==> src/sv/pnco_pkg.sv <==
package pnco_pkg;

   localparam int COMP_W = 6;
   localparam int SQ_W   = 12;
   localparam int DIST_W = 14;
   localparam int POS_W  = 9;
   localparam int OUT_W  = 8;

   typedef enum logic [1:0] {
      KIND_LOAD    = 2'd0,
      KIND_RESTART = 2'd1,
      KIND_NEXT    = 2'd2
   } kind_type;

   typedef enum logic [1:0] {
      ST_CLEAR,
      ST_IDLE,
      ST_SCAN,
      ST_DRAIN
   } state_type;

   typedef struct packed {
      logic [COMP_W-1:0] red;
      logic [COMP_W-1:0] green;
      logic [COMP_W-1:0] blue;
   } color_type;

   typedef struct packed {
      logic init;
      logic issue;
   } search_ctl_type;

endpackage

==> src/sv/pnco_search.sv <==
module pnco_search
   import pnco_pkg::*;
#(
   parameter int IDX_W = 8
) (
   input  logic             clock,
   input  logic             reset,
   input  search_ctl_type   ctl,
   input  logic [IDX_W-1:0] issue_index,
   input  color_type        rd_color,
   input  logic             rd_used,
   input  color_type        ref_color,
   output logic             pending,
   output logic             found,
   output logic [IDX_W-1:0] best_index,
   output color_type        best_color
);

   function automatic logic [SQ_W-1:0] sq_diff(input logic [COMP_W-1:0] a,
                                               input logic [COMP_W-1:0] b);
      logic [COMP_W-1:0] d;
      d = (a > b) ? (a - b) : (b - a);
      return SQ_W'(d) * SQ_W'(d);
   endfunction

   logic             s1_valid_ff;
   logic [IDX_W-1:0] s1_index_ff;
   logic             s2_valid_ff;
   logic [IDX_W-1:0] s2_index_ff;
   color_type        s2_color_ff;
   logic [SQ_W-1:0]  sq_r_ff, sq_g_ff, sq_b_ff;
   logic             found_ff;
   logic [DIST_W-1:0] best_dist_ff;
   logic [IDX_W-1:0] best_index_ff;
   color_type        best_color_ff;
   logic [DIST_W-1:0] dist_sum;
   logic             take;

   always_ff @(posedge clock) begin
      if (reset) begin
         s1_valid_ff <= 1'b0;
         s2_valid_ff <= 1'b0;
      end else begin
         s1_valid_ff <= ctl.issue;
         s2_valid_ff <= s1_valid_ff && !rd_used;
      end
   end

   always_ff @(posedge clock) begin
      s1_index_ff <= issue_index;
      s2_index_ff <= s1_index_ff;
      s2_color_ff <= rd_color;
      sq_r_ff     <= sq_diff(rd_color.red, ref_color.red);
      sq_g_ff     <= sq_diff(rd_color.green, ref_color.green);
      sq_b_ff     <= sq_diff(rd_color.blue, ref_color.blue);
   end

   assign dist_sum = DIST_W'(sq_r_ff) + DIST_W'(sq_g_ff) + DIST_W'(sq_b_ff);
   assign take = s2_valid_ff && (!found_ff || (dist_sum < best_dist_ff));

   always_ff @(posedge clock) begin
      if (reset || ctl.init) begin
         found_ff <= 1'b0;
      end else if (take) begin
         found_ff <= 1'b1;
      end
   end

   always_ff @(posedge clock) begin
      if (take) begin
         best_dist_ff  <= dist_sum;
         best_index_ff <= s2_index_ff;
         best_color_ff <= s2_color_ff;
      end
   end

   assign pending    = s1_valid_ff || s2_valid_ff;
   assign found      = found_ff;
   assign best_index = best_index_ff;
   assign best_color = best_color_ff;

endmodule

==> config.mk <==
export PLATFORM = sky130hd
export DESIGN_NAME = pnco_search
export DESIGN_NICKNAME = d
export VERILOG_FILES = /design/src/sv/pnco_pkg.sv /design/src/sv/pnco_search.sv
export SDC_FILE = /design/constraint.sdc
export NUM_CORES = 1
export LEC_CHECK = 0
export BUFFER_PORTS_ARGS = -buffer_cell sky130_fd_sc_hd__buf_2
export CAP_MARGIN = 20
export CORE_ASPECT_RATIO = 0.7
export CORE_MARGIN = 5
export CORE_UTILIZATION = 64
export CTS_CLUSTER_SIZE = 10
export DETAILED_ROUTE_END_ITERATION = 7
export PLACE_DENSITY = 0.91
export SYNTH_ARGS = -nofsm -noshare
export SYNTH_HDL_FRONTEND = slang
export SYNTH_SLANG_ARGS = --single-unit
==> constraint.sdc <==
create_clock -name clock -period 17.2 [get_ports clock]
set_input_delay 0.86 -clock clock [delete_from_list [all_inputs] [get_ports clock]]
set_output_delay 0.86 -clock clock [all_outputs]
set_load 0.01 [all_outputs]
* Yosys cells after proc, flatten, opt, wreduce, memory -nomap -nowiden
Cells that the tools add are included.
** Storage, ports and cells
- Flip-flop bits (word level) :: 113
- Bits in latches :: 0
- RAM bits :: 0
- Bits in read-only memories :: 0
- Bits of input ports :: 49
- Output and inout bits :: 28
- Logic and storage cells :: 41
- Memories kept :: 0
** Cells by class
- Add/subtract/negate cells :: 8
- Multipliers :: 3
- Div/mod/pow operators :: 0
- Magnitude comparators :: 4
- Equality and inequality tests :: 0
- Shift operators :: 0
- Mux-type cells :: 3
- Bitwise operators :: 0
- Reduce and logical (&&, ||, !) cells :: 7
** Operator list (count)
- multiplier 6 x 6 -> 12 bit :: 3
- subtractor 6 bit :: 6
- greater-than comparator 6 bit :: 3
- 2-to-1 mux 6 bit :: 3
- adder 13 x 12 -> 14 bit :: 1
- less-than comparator 14 bit :: 1
- adder 12 x 12 -> 13 bit :: 1
- logical OR 1 bit :: 3
- logical AND 1 bit :: 2
- logical NOT 1 bit :: 2

* Longest topological paths before layout
- Depth after elaboration :: 5
- Mapped depth :: 23
- Depth with buffers taken out :: 23

* Least setup slack after synthesis
No wires, ideal clock.
- Path kind :: input to register
- Start point :: in rd_color[12] in the netlist's numbering
- End point :: reg sq_r_ff[11]
- Library setup time :: 129 ps
- Data arrival time :: 5693 ps
- Data required time :: 17071 ps
- Setup slack :: 11378 ps
- Stages :: 22
- Buffers on the path :: 0
- Cell sequence :: inv_1 > ha_1 > inv_1 > fa_1 > a211oi_2 > nor2_1 > o31ai_4 > mux2i_1 > xnor2_4 > nor2_1 > fa_1 > inv_1 > fa_1 > inv_1 > fa_1 > ha_1 > a21o_1 > a21oi_1 > nor2b_1 > o21a_1 > o41ai_1 > xnor2_1
** Between the ends
- Word-level cells in the longest chain between the ends :: 3
- Elaborated cells on any way between the ends :: 5
- Those cells by class :: 2 x add/sub; 1 x mul; 1 x order compare; 1 x mux
** Ends and longest elaborated chain
- from (decl) :: line pnco_search.sv:10 : input color_type rd_color,
- subtractor 6 bit / greater-than comparator 6 bit (equally long branches) :: line pnco_search.sv:22 : d = (a > b) ? (a - b) : (b - a);
- 2-to-1 mux 6 bit * :: line pnco_search.sv:22
- multiplier 6 x 6 -> 12 bit * :: line pnco_search.sv:23 : return SQ_W'(d) * SQ_W'(d);
- to (signal assigned) :: line pnco_search.sv:53 : sq_r_ff <= sq_diff(rd_color.red, ref_color.red);
- to (decl) :: line pnco_search.sv:31 : logic [SQ_W-1:0] sq_r_ff, sq_g_ff, sq_b_ff;
Mark *: on every way between the ends. The rest lies on a longest branch, timed or not.
A chain may end at the register's enable or synchronous reset.

* Worst setup path in the final report
Ends and elaborated chain as after synthesis.

==> flow_metrics.env <==
export IMPL_layout_commonest_cell="inv_1"
export IMPL_timing_critical_path_fanout_max=6
export IMPL_clock_sinks=110
export IMPL_die_area_um2=13100
export IMPL_nets_finish=928
export IMPL_coreArea_um2=10500
export IMPL_chipWidth_um=135
export IMPL_crit_required_ps=17430
export IMPL_ys_dominant_reg_cell="dfxtp_1"
export IMPL_detail_route_first_pass_iterations=4
export IMPL_crit_buf_inv=5
export IMPL_fin_tns_setup_ps=0
export IMPL_worst_path_largest_cell_delay_ps=530
export IMPL_drt_wl_total_um=13600
export IMPL_synth_edff_count=40
export IMPL_fin_crit_sh_pct=35.2
export IMPL_synth_top_cell_by_area="dfxtp_1"
export IMPL_outcome="completed"
export IMPL_hold_viol_final=0
export IMPL_floorplan_io_pins=77
export IMPL_routabilityCongestion=0.926
export IMPL_synth_seq_area_share_pct=37.5
export IMPL_yosysWarningCount=0
export IMPL_setup_viol_count_final=0
export IMPL_setup_repair_after_global_routing_missed_its_margin="false"
export IMPL_floorplan_initialDensity_pct=66.4
export IMPL_port_buffers=76
export IMPL_worst_skew_pair_late_latency_ps=350
export IMPL_timing_critical_path_arrival_ps=6280
export IMPL_criticalPathCategory="in -> reg"
export IMPL_synth_top_cells_by_area="dfxtp_1 (20%), edfxtp_1 (17%), ha_1 (17%), fa_1 (12%), inv_1 (6.3%)"
export IMPL_grt_total_usage_pct=21.9
export IMPL_post_synth_instance_area_um2=6950
export IMPL_flow_area_growth_from_synthesis_pct=12.1
export IMPL_synth_cell_types=53
export IMPL_largest_net_degree_at_the_start_of_global_routing=28
export IMPL_critical_path_top_delay_family="adder cells"
export IMPL_cts_resized=0
export IMPL_grt_remaining_overflow=0
export IMPL_critical_path_endpoint_type="flop"
export IMPL_antenna_cells=0
export IMPL_clock_skew_ps=7.68
export IMPL_timing_slew_headroom_pct=56.2
export IMPL_cts_htree_levels=3
export IMPL_final_period_minus_worst_setup_slack_ps=6060
export IMPL_maxCapViolations=0
export IMPL_detailed_place_hpwl_um=10500
export IMPL_post_cts_buffers=0
export IMPL_async_reset_ff_share_pct=0
export IMPL_cells_after_synth=659
export IMPL_syn_area_per_cell_um2=10.5
export IMPL_drt_initial_drc_count=190
export IMPL_drt_vias_per_instance=5.33
export IMPL_grt_antenna_before_repair=0
export IMPL_grt_pass1_wl_um=23100
export IMPL_ys_ff_latch=110
export IMPL_synth_nets=845
export IMPL_avgRoutedWirePerCell_um=15.4
export IMPL_dieHeight_um=97.2
export IMPL_synth_top_area_share_pct=20.2
export IMPL_finalCoreUtilization_pct=74.4
export IMPL_worst_path_cell_chain="buf_2 -> inv_1 -> ha_1 -> inv_1 -> fa_1 -> a211oi_2 -> nor2_1 -> o31ai_4 -> mux2i_1 -> xor2_1 -> nor2_1 -> fa_1 -> inv_1 -> fa_1 -> inv_1 -> fa_1 -> ha_1 -> a21o_1 -> a21oi_1 -> nor2b_1 -> o21a_1 -> o41ai_1 -> xnor2_1"
export IMPL_floorplan_rows=31
export IMPL_worstHoldPathType="reg -> reg"
export IMPL_max_slew_worst_pin_slew_ps=651
export IMPL_drive_above_1_share_pct=15.0
export IMPL_static_leak_nw=3.90
export IMPL_grt_pass1_vias=4960
export IMPL_cellPowerDensity_nw_per_um2=224
export IMPL_cts_root_to_sink_buffers=2
export IMPL_hold_buffers_post_cts=0
export IMPL_report_final_slew_viol_count=0
export IMPL_cts_made_buffers=9
export IMPL_timing_critical_path_from_type="input pin"
export IMPL_max_vdd_ir_drop_mv=0.147
export IMPL_cell_with_the_largest_stage_delay_on_the_worst_path="fa_1"
export IMPL_clk_pin_slew_worst_paths_ps=80
export IMPL_drcViolationCount=0
export IMPL_max_freq_ghz=0.165
export IMPL_cts_root_buffer_cell="clkbuf_16"
export IMPL_antenna_left=0
export IMPL_detailroute_via_count=4684
export IMPL_clock_tree_from_tritoncts="done"
export IMPL_layout_cells_most_common_list="inv_1 (116), ha_1 (96), buf_2 (76)"
-- per-layer routing --
metal	up-vias	global-route usage (%)	routed length [µm]
li1	2331	-	-
met5	-	0	0
met1	2185	27.8	5810
met2	143	37.0	6530
met4	0	6.57	306
met3	25	5.64	920
-- where the power goes --
group          switching (mW)  internal (mW)
logic                   0.642          0.499
clock network           0.103          0.118
registers              0.0247          0.355
-- cell type report --
cell class / count / area (µm²)
Fill cell: 683 / 2680
Timing Repair Buffer: 77 / 388
Clock buffer: 9 / 225
Sequential cell: 110 / 2600
Multi-Input combinational cell: 426 / 3870
Tap cell: 132 / 165
Inverter: 118 / 443
Clock inverter: 7 / 95.1
-- cell usage after synthesis, types with 2 or more instances --
cell	n
a21oi_1	32
dfxtp_1	70
o221ai_1	2
nand2b_1	4
fa_1	41
ha_1	96
xnor2_2	3
or2_2	3
inv_1	116
and2_1	2
a221oi_1	2
inv_2	2
o22ai_1	2
or3_1	2
buf_6	2
nor2b_1	11
edfxtp_1	40
o41ai_1	2
a21o_2	2
nor3_1	9
buf_4	3
xor2_1	13
a211oi_1	4
mux2i_1	14
xnor2_1	26
a21o_1	14
nand3_1	4
o21a_1	11
nor2_1	73
o21ai_0	11
nand4_1	4
and3b_1	3
nand2_1	16
-- cells by family after synthesis --
kind of cell / share of synthesized area (%)
buf+inv: 7.02
simple gates: 9.18
mux: 2.02
flops: 37.5
compound gates: 9.16
other cells: 0.0540
xor+xnor: 6.01
fa+ha+maj: 29.1
-- per-stage QoR --
step                power, mW  hold slack, ps  instances  cell area, µm²  setup slack, ps
CTS                      1.75             334        879            7790            11180
finish                   1.74             334        879            7790            11140
detailed placement       1.48             314        863            7470            10840
global placement         1.40             312        863            7470            11110
global route             1.93             336        879            7790            10830
floorplan                1.22             310        659            6950            11380
-- registers in the layout (all words and copies together), names as in the netlist --
signal        cells
best_color       18
s2_color_ff      18
best_dist_ff     14
sq_b_ff          11
sq_g_ff          11
sq_r_ff          11
best_index        8
s1_index_ff       8
s2_index_ff       8
found             1
s1_valid_ff       1
s2_valid_ff       1
-- worst paths after layout --
path,cells past startpoint,slack [ps],startpoint,to
min,0,330,s1_index_ff[7]$_DFF_P_,s2_index_ff[7]$_DFF_P_
max reg2reg,16,12660,sq_r_ff[6]$_DFF_P_,best_color[0]$_DFFE_PP_
max,23,11140,rd_color[12],sq_r_ff[11]$_DFF_P_
min reg2reg,0,330,s1_index_ff[7]$_DFF_P_,s2_index_ff[7]$_DFF_P_
Power figures use the tool's default switching activity.
